**config.mk**
```make
export PLATFORM = sky130hd
export DESIGN_NAME = sha256_message_hash
export DESIGN_NICKNAME = d
export VERILOG_FILES = /design/src/hw/rtl/sha256mh_pkg.sv /design/src/hw/rtl/sha256mh_sched.sv /design/src/hw/rtl/sha256mh_round.sv /design/src/hw/rtl/sha256_message_hash.sv
export SDC_FILE = /design/constraint.sdc
export NUM_CORES = 2
export LEC_CHECK = 0
export BUFFER_PORTS_ARGS = -buffer_cell sky130_fd_sc_hd__buf_2
export CAP_MARGIN = 20
export CORE_AREA = 2 2 368 370
export CTS_CLUSTER_DIAMETER = 40
export DETAILED_ROUTE_END_ITERATION = 7
export DIE_AREA = 0 0 370 372
export PLACE_DENSITY = 0.81
export SYNTH_ARGS = -nofsm -noshare
export SYNTH_HDL_FRONTEND = slang
export SYNTH_SLANG_ARGS = --single-unit
```
**constraint.sdc**
```tcl
create_clock -name i_clk -period 26.3 [get_ports i_clk]
set_input_delay 1.315 -clock i_clk [delete_from_list [all_inputs] [get_ports i_clk]]
set_output_delay 1.315 -clock i_clk [all_outputs]
set_load 0.02 [all_outputs]
```
**src/hw/rtl/sha256mh_pkg.sv**
```systemverilog
`timescale 1ns / 1ps
// ----------------------------------------------------------------------------
// sha256mh_pkg
// Shared types, constants and round functions of the SHA-256 message hasher.
// ----------------------------------------------------------------------------
package sha256mh_pkg;

    typedef logic [31:0] t_word;

    // Eight 32-bit words, word 0 in the lowest bits.
    typedef logic [7:0][31:0] t_hash;

    // Controls from the sequencer to the round unit.
    typedef struct packed {
        logic load_vars;
        logic do_round;
        logic add_chain;
        logic init_chain;
    } t_rnd_ctrl;

    localparam t_hash IV_HASH = {
        32'h5be0cd19, 32'h1f83d9ab, 32'h9b05688c, 32'h510e527f,
        32'ha54ff53a, 32'h3c6ef372, 32'hbb67ae85, 32'h6a09e667
    };

    localparam logic [7:0] PAD_MARK   = 8'h80;
    localparam logic [5:0] LEN_START  = 6'd56;
    localparam logic [5:0] BLOCK_LAST = 6'd63;

    localparam t_word K_TABLE [64] = '{
        32'h428a2f98, 32'h71374491, 32'hb5c0fbcf, 32'he9b5dba5,
        32'h3956c25b, 32'h59f111f1, 32'h923f82a4, 32'hab1c5ed5,
        32'hd807aa98, 32'h12835b01, 32'h243185be, 32'h550c7dc3,
        32'h72be5d74, 32'h80deb1fe, 32'h9bdc06a7, 32'hc19bf174,
        32'he49b69c1, 32'hefbe4786, 32'h0fc19dc6, 32'h240ca1cc,
        32'h2de92c6f, 32'h4a7484aa, 32'h5cb0a9dc, 32'h76f988da,
        32'h983e5152, 32'ha831c66d, 32'hb00327c8, 32'hbf597fc7,
        32'hc6e00bf3, 32'hd5a79147, 32'h06ca6351, 32'h14292967,
        32'h27b70a85, 32'h2e1b2138, 32'h4d2c6dfc, 32'h53380d13,
        32'h650a7354, 32'h766a0abb, 32'h81c2c92e, 32'h92722c85,
        32'ha2bfe8a1, 32'ha81a664b, 32'hc24b8b70, 32'hc76c51a3,
        32'hd192e819, 32'hd6990624, 32'hf40e3585, 32'h106aa070,
        32'h19a4c116, 32'h1e376c08, 32'h2748774c, 32'h34b0bcb5,
        32'h391c0cb3, 32'h4ed8aa4a, 32'h5b9cca4f, 32'h682e6ff3,
        32'h748f82ee, 32'h78a5636f, 32'h84c87814, 32'h8cc70208,
        32'h90befffa, 32'ha4506ceb, 32'hbef9a3f7, 32'hc67178f2
    };

    function automatic t_word rot_mix_a(input t_word x);
        return {x[1:0], x[31:2]} ^ {x[12:0], x[31:13]} ^ {x[21:0], x[31:22]};
    endfunction

    function automatic t_word rot_mix_e(input t_word x);
        return {x[5:0], x[31:6]} ^ {x[10:0], x[31:11]} ^ {x[24:0], x[31:25]};
    endfunction

    function automatic t_word sched_mix_w15(input t_word x);
        return {x[6:0], x[31:7]} ^ {x[17:0], x[31:18]} ^ {3'b000, x[31:3]};
    endfunction

    function automatic t_word sched_mix_w2(input t_word x);
        return {x[16:0], x[31:17]} ^ {x[18:0], x[31:19]} ^ {10'b0, x[31:10]};
    endfunction

endpackage

```
**src/hw/rtl/sha256mh_sched.sv**
```systemverilog
`timescale 1ns / 1ps
// ----------------------------------------------------------------------------
// sha256mh_sched
// Sixteen-word block window: gathers bytes big-endian, then shifts out one
// schedule word per round while appending the expanded word sixteen ahead.
// ----------------------------------------------------------------------------
module sha256mh_sched (
    input  logic               i_clk,
    input  logic               i_byte_en,
    input  logic [7:0]         i_byte,
    input  logic               i_word_en,
    output sha256mh_pkg::t_word o_w
);
    import sha256mh_pkg::*;

    // Word 15 is the oldest, i.e. the schedule word of the current round.
    logic [15:0][31:0] r_win;
    logic [511:0]      w_flat;
    t_word             w_next;

    assign w_flat = r_win;
    assign w_next = sched_mix_w2(r_win[1]) + r_win[6] + sched_mix_w15(r_win[14]) + r_win[15];
    assign o_w    = r_win[15];

    always_ff @(posedge i_clk) begin
        if (i_byte_en) begin
            r_win <= {w_flat[503:0], i_byte};
        end else if (i_word_en) begin
            r_win <= {w_flat[479:0], w_next};
        end
    end

endmodule

```
**src/hw/rtl/sha256mh_round.sv**
```systemverilog
`timescale 1ns / 1ps
// ----------------------------------------------------------------------------
// sha256mh_round
// Compression round unit: working variables a to h, one round per cycle,
// and the chain value that the finished block is added into.
// ----------------------------------------------------------------------------
module sha256mh_round (
    input  logic                    i_clk,
    input  logic                    i_rst_n,
    input  sha256mh_pkg::t_rnd_ctrl i_ctrl,
    input  sha256mh_pkg::t_word     i_w,
    input  sha256mh_pkg::t_word     i_k,
    output sha256mh_pkg::t_hash     o_chain
);
    import sha256mh_pkg::*;

    t_hash r_chain;
    t_hash r_vars;
    t_word w_t1;
    t_word w_t2;
    t_word w_ch;
    t_word w_maj;

    assign w_ch  = (r_vars[4] & r_vars[5]) ^ (~r_vars[4] & r_vars[6]);
    assign w_maj = (r_vars[0] & r_vars[1]) ^ (r_vars[0] & r_vars[2]) ^ (r_vars[1] & r_vars[2]);
    assign w_t1  = r_vars[7] + rot_mix_e(r_vars[4]) + w_ch + i_k + i_w;
    assign w_t2  = rot_mix_a(r_vars[0]) + w_maj;

    always_ff @(posedge i_clk) begin
        if (!i_rst_n) begin
            r_chain <= IV_HASH;
        end else if (i_ctrl.init_chain) begin
            r_chain <= IV_HASH;
        end else if (i_ctrl.add_chain) begin
            for (int i = 0; i < 8; i++) begin
                r_chain[i] <= r_chain[i] + r_vars[i];
            end
        end
    end

    always_ff @(posedge i_clk) begin
        if (i_ctrl.load_vars) begin
            r_vars <= r_chain;
        end else if (i_ctrl.do_round) begin
            r_vars[7] <= r_vars[6];
            r_vars[6] <= r_vars[5];
            r_vars[5] <= r_vars[4];
            r_vars[4] <= r_vars[3] + w_t1;
            r_vars[3] <= r_vars[2];
            r_vars[2] <= r_vars[1];
            r_vars[1] <= r_vars[0];
            r_vars[0] <= w_t1 + w_t2;
        end
    end

    assign o_chain = r_chain;

endmodule

```
**src/hw/rtl/sha256_message_hash.sv**
```systemverilog
`timescale 1ns / 1ps
// ----------------------------------------------------------------------------
// sha256_message_hash
// Streaming SHA-256 of a byte message: one byte per request, digest out on
// the request that ends the message.
// ----------------------------------------------------------------------------
//  Port group   Dir  Payload
//  s_axis_*     in   tdata: data_byte; tuser: byte_present; tlast: last
//  m_axis_*     out  tdata: digest_word_0 .. digest_word_7
//
//  The byte that completes a 64-byte block starts the rounds, then the chain
//  add, on the single round unit. The input is held off while busy. The last
//  request inserts padding and length one byte per cycle between compressions,
//  runs one or two compressions, then loads the digest register. Reset loads
//  the initial hash. A waiting digest holds the input off only once the next
//  message has been finished.
// ----------------------------------------------------------------------------
module sha256_message_hash (
    input  logic         i_clk,
    input  logic         i_rst_n,
    input  logic         s_axis_tvalid,
    output logic         s_axis_tready,
    input  logic [7:0]   s_axis_tdata,   // [7:0] data_byte
    input  logic [0:0]   s_axis_tuser,   // [0] byte_present
    input  logic         s_axis_tlast,
    output logic         m_axis_tvalid,
    input  logic         m_axis_tready,
    output logic [255:0] m_axis_tdata    // digest_word_0 [31:0] .. digest_word_7 [255:224]
);
    import sha256mh_pkg::*;

    localparam logic [2:0] S_IDLE  = 3'd0;
    localparam logic [2:0] S_PAD   = 3'd1;
    localparam logic [2:0] S_ROUND = 3'd2;
    localparam logic [2:0] S_ADD   = 3'd3;
    localparam logic [2:0] S_DONE  = 3'd4;

    logic [2:0]  r_state, n_state;
    logic [5:0]  r_pos, n_pos;
    logic [63:0] r_count, n_count;
    logic [5:0]  r_rnd, n_rnd;
    logic        r_pad_act, n_pad_act;
    logic        r_first, n_first;
    logic        r_len, n_len;
    logic        r_final, n_final;
    logic        r_m_valid, n_m_valid;
    t_hash       r_digest;

    logic        w_s_acc;
    logic        w_byte_en;
    logic [7:0]  w_byte;
    logic        w_is_len;
    logic        w_load_out;
    t_word       w_w;
    t_hash       w_chain;
    t_rnd_ctrl   w_ctrl;

    assign s_axis_tready = (r_state == S_IDLE);
    assign w_s_acc       = s_axis_tvalid && s_axis_tready;

    // The length field starts once zero fill has reached byte 56 of a block.
    assign w_is_len   = r_len || (!r_first && (r_pos == LEN_START));
    assign w_load_out = (r_state == S_DONE) && (!r_m_valid || m_axis_tready);

    always_comb begin
        w_byte_en = 1'b0;
        w_byte    = s_axis_tdata;
        case (r_state)
            S_IDLE: begin
                w_byte_en = w_s_acc && s_axis_tuser[0];
            end
            S_PAD: begin
                w_byte_en = 1'b1;
                if (r_first) begin
                    w_byte = PAD_MARK;
                end else if (w_is_len) begin
                    w_byte = r_count[63:56];
                end else begin
                    w_byte = 8'h00;
                end
            end
            default: begin
                w_byte_en = 1'b0;
            end
        endcase
    end

    assign w_ctrl.load_vars  = w_byte_en && (r_pos == BLOCK_LAST);
    assign w_ctrl.do_round   = (r_state == S_ROUND);
    assign w_ctrl.add_chain  = (r_state == S_ADD);
    assign w_ctrl.init_chain = w_load_out;

    always_comb begin
        n_state   = r_state;
        n_pos     = r_pos;
        n_count   = r_count;
        n_rnd     = r_rnd;
        n_pad_act = r_pad_act;
        n_first   = r_first;
        n_len     = r_len;
        n_final   = r_final;
        n_m_valid = r_m_valid && !m_axis_tready;
        case (r_state)
            S_IDLE: begin
                if (w_s_acc) begin
                    if (s_axis_tuser[0]) begin
                        n_count = r_count + 64'd8;
                        n_pos   = r_pos + 6'd1;
                    end
                    if (s_axis_tlast) begin
                        n_pad_act = 1'b1;
                        n_first   = 1'b1;
                    end
                    if (w_byte_en && (r_pos == BLOCK_LAST)) begin
                        n_state = S_ROUND;
                        n_rnd   = '0;
                    end else if (s_axis_tlast) begin
                        n_state = S_PAD;
                    end
                end
            end
            S_PAD: begin
                n_pos   = r_pos + 6'd1;
                n_first = 1'b0;
                n_len   = w_is_len;
                if (w_is_len && !r_first) begin
                    n_count = {r_count[55:0], 8'h00};
                end
                if (r_pos == BLOCK_LAST) begin
                    n_state = S_ROUND;
                    n_rnd   = '0;
                    n_final = w_is_len && !r_first;
                end
            end
            S_ROUND: begin
                n_rnd = r_rnd + 6'd1;
                if (r_rnd == BLOCK_LAST) begin
                    n_state = S_ADD;
                end
            end
            S_ADD: begin
                if (r_final) begin
                    n_state = S_DONE;
                end else if (r_pad_act) begin
                    n_state = S_PAD;
                end else begin
                    n_state = S_IDLE;
                end
            end
            S_DONE: begin
                if (w_load_out) begin
                    n_m_valid = 1'b1;
                    n_pad_act = 1'b0;
                    n_first   = 1'b0;
                    n_len     = 1'b0;
                    n_final   = 1'b0;
                    n_state   = S_IDLE;
                end
            end
            default: begin
                n_state = S_IDLE;
            end
        endcase
    end

    always_ff @(posedge i_clk) begin
        if (!i_rst_n) begin
            r_state   <= S_IDLE;
            r_pos     <= '0;
            r_count   <= '0;
            r_rnd     <= '0;
            r_pad_act <= 1'b0;
            r_first   <= 1'b0;
            r_len     <= 1'b0;
            r_final   <= 1'b0;
            r_m_valid <= 1'b0;
        end else begin
            r_state   <= n_state;
            r_pos     <= n_pos;
            r_count   <= n_count;
            r_rnd     <= n_rnd;
            r_pad_act <= n_pad_act;
            r_first   <= n_first;
            r_len     <= n_len;
            r_final   <= n_final;
            r_m_valid <= n_m_valid;
        end
    end

    always_ff @(posedge i_clk) begin
        if (w_load_out) begin
            r_digest <= w_chain;
        end
    end

    sha256mh_sched u_sched (
        .i_clk     (i_clk),
        .i_byte_en (w_byte_en),
        .i_byte    (w_byte),
        .i_word_en (w_ctrl.do_round),
        .o_w       (w_w)
    );

    sha256mh_round u_round (
        .i_clk   (i_clk),
        .i_rst_n (i_rst_n),
        .i_ctrl  (w_ctrl),
        .i_w     (w_w),
        .i_k     (K_TABLE[r_rnd]),
        .o_chain (w_chain)
    );

    assign m_axis_tvalid = r_m_valid;
    assign m_axis_tdata  = r_digest;

endmodule

```
==> flow_summary.json <==
{
  "status": "finished, final reports clean",
  "cp_data_arrival_time_ns": 10.29,
  "io_pins": 272,
  "first_iter_violations": 8097,
  "dp_cells": 10132,
  "rsz0062_at_grt": "no",
  "mostFrequentLayoutCells": "nand2_1, edfxtp_1, a21oi_1",
  "clockBufferDepth": 3,
  "start_kind": "flip-flop",
  "hold_depth": 0,
  "hold_slack_ns": 0.468,
  "cp-end-kind": "flip-flop",
  "total_power_mw": 9.21,
  "grt_pass1_wl_um": 366000,
  "holdBufCountCts": 0,
  "grtUsageTotal_pct": 35.1,
  "synthesis.area_mm2": 0.0799,
  "grt_pass1_vias": 60592,
  "slew_violations": 0,
  "critPathKind": "reg2reg",
  "period_needed_ns": 9.75,
  "async_flop_share_pct": 0,
  "p_sw_mw": 3.53,
  "power.leakage_nw": 36.1,
  "worstMarginPinSlew_ns": 1.18,
  "core-area_mm2": 0.134,
  "clkPwrFrac_pct": 27.8,
  "routedWlPerCell_um": 23.4,
  "drcViolationCount": 0,
  "antenna_found_initial": 2,
  "final_area_mm2": 0.0887,
  "ir_worst_vdd_v": 0.000110,
  "avgSynthCellArea_um2": 9.40,
  "cts_resized": 0,
  "p_per_area_mw_per_mm2": 104,
  "die_y_um": 372,
  "yosys_warnings": 0,
  "cts_num_sinks": 1361,
  "regArea_mm2": 0.0375,
  "tns_ns": 0,
  "cts_setup_buffers": 0,
  "seq_power_share_pct": 31.2,
  "fin_crit_sh_pct": 37.1,
  "nFillCells": 10305,
  "antenna_cells": 0,
  "synth-edff-count": 1024,
  "firstDrtPassIters": 6,
  "met2_usage_pct": 56.5,
  "final_common_cell": "nand2_1",
  "cts.clk_slew.worst_paths_ns": 0.06,
  "top_usage_layer": "met2",
  "p_int_mw": 5.68,
  "synthFlopType": "edfxtp_1",
  "dp_worst_setup_slack_ns": 16.68,
  "hold_violations": 0,
  "combinationalPowerShare_pct": 41.0,
  "cts_tree": "done",
  "grt_start_max_net_pins": 233,
  "rows": 135,
  "routed_wl_um": 245000,
  "yosysSeqAreaShare_pct": 46.9,
  "setup_ws_ns": 16.55,
  "r2r_cells": 38,
  "final_cells": 10478,
  "drive_gt1_share_pct": 8.37,
  "swShare_pct": 38.3,
  "syn_inst": 8498,
  "post-route-util_pct": 66.0,
  "avgViaCountPerCell": 6.11,
  "syn-num-nets": 9118,
  "antenna_left": 0,
  "multiInputGateArea_mm2": 0.0397,
  "cp_slowest_cell": "ha_1",
  "grt_overflow": 0,
  "use_met3_pct": 6.34,
  "gp_congestion": 1.02,
  "hold_path_class": "reg2reg",
  "nNetsFinal": 9158,
  "cts_made_buffers": 182,
  "clk_latency_ns": 0.83,
  "cap_violations": 0,
  "worstPathRequired_ns": 26.84,
  "post-dp-hpwl_um": 175000,
  "area_delta_synth_final_pct": 11.0,
  "setup-violations-final": 0,
  "ctsRootBufferMaster": "clkbuf_16",
  "ys_types": 84,
  "num_vias": 64052,
  "cts_max_level": 4,
  "cpMostUsedCell": "o21ai_0",
  "initial_core_util_pct": 59.5,
  "ys_ff_latch": 1361,
  "grtUsageMet1_pct": 45.5,
  "critPathMaxStageDelay_ns": 0.80,
  "die_w_um": 370,
  "fmax_mhz": 103,
  "worstPathMaxFanout": 25,
  "fin_skew_ns": 0.0623,
  "slew_headroom_pct": 21.1,
  "io_buffer_count": 271,
  "place_area_mm2": 0.0822,
  "die_area_mm2": 0.138
}
## sequential cells by signal, summed over array words and instances (netlist names)
name and cells:
u_sched.r_win 480, m_axis_tdata 256, u_round.o_chain 256, u_round.r_vars 256, r_count 61, u_sched.o_w 32, r_pos 6, r_rnd 6
r_state 3, m_axis_tvalid 1, r_final 1, r_first 1, r_len 1, r_pad_act 1
## cell usage after synthesis (43+ instances only)
| cell | instances | area share, % |
|---|---|---|
| inv_1 | 255 | 1.2 |
| ha_1 | 409 | 6.4 |
| fa_1 | 197 | 4.9 |
| o21bai_1 | 46 | 0.43 |
| and2_1 | 46 | 0.36 |
| nand3_1 | 102 | 0.64 |
| nor2b_1 | 66 | 0.52 |
| o21a_1 | 66 | 0.62 |
| edfxtp_1 | 1024 | 38 |
| a211oi_1 | 56 | 0.53 |
| nor2_1 | 377 | 1.8 |
| dfxtp_1 | 337 | 8.4 |
| nand2b_1 | 74 | 0.58 |
| clkbuf_1 | 450 | 2.1 |
| a31oi_1 | 48 | 0.38 |
| nand4_1 | 43 | 0.34 |
| o211ai_1 | 100 | 0.94 |
| nand2_1 | 2550 | 12 |
| a21o_1 | 177 | 1.7 |
| a21oi_1 | 559 | 3.5 |
| o21ai_0 | 392 | 2.5 |
| xor2_1 | 196 | 2.1 |
| xnor2_1 | 383 | 4.2 |
| nor3_1 | 84 | 0.53 |
## worst max-delay path, delay by kind of cell, from the launching register on
family	cells	cell delay, ns
adder cells (fa/ha/maj)	6	2.99
AND/OR/NAND/NOR	10	1.66
buffers and inverters	5	0.83
flip-flops	1	0.31
XOR/XNOR	2	0.35
AO/OA/AOI/OAI	15	3.34
## metal layers
metal	up-vias	wire length (µm)	share of wire (%)
li1	29469	-	-
met1	30756	93700	38
met2	3151	114000	47
met3	676	22900	9.3
met4	0	14500	5.9
met5	-	0	0
## power by group through the flow
stage	combinational [mW]	clock [mW]	sequential (mW)
floorplan	2.71	0	2.85
global placement	3.63	0	2.91
detailed placement	3.69	0	2.91
CTS	3.73	2.57	2.87
global route	4.13	2.66	2.89
finish	3.78	2.56	2.88
## cell families (layout without fill, tap and decap cells)
group	Yosys count	in the layout	share of synthesized area, %
and+or+nand+nor	3471	3471	17.8
AOI/OAI and AO/OA	1694	1694	13.3
DFF	1361	1361	46.9
buffers and inverters	727	926	3.42
adders and majority gates	628	628	11.6
xor gates and xnor gates	579	579	6.35
muxes	38	38	0.558
## cell type report
class,count,share of cell area [%]
timing repair buffer,325,2.10
clock buffer,214,5.39
tap,1781,2.51
inverter,258,1.10
multi-input combinational,6410,44.8
clock inverter,129,1.80
sequential,1361,42.3
## final timing paths
check                                          from            endpoint  slack [ns]
worst max-delay path                       r_rnd[0]  u_round.r_vars[29]       16.55
worst min-delay path            u_round.o_chain[38]    m_axis_tdata[38]        0.47
worst max register to register             r_rnd[0]  u_round.r_vars[29]       16.55
worst min register to register  u_round.o_chain[38]    m_axis_tdata[38]        0.47
Power figures use the tool's default switching activity.
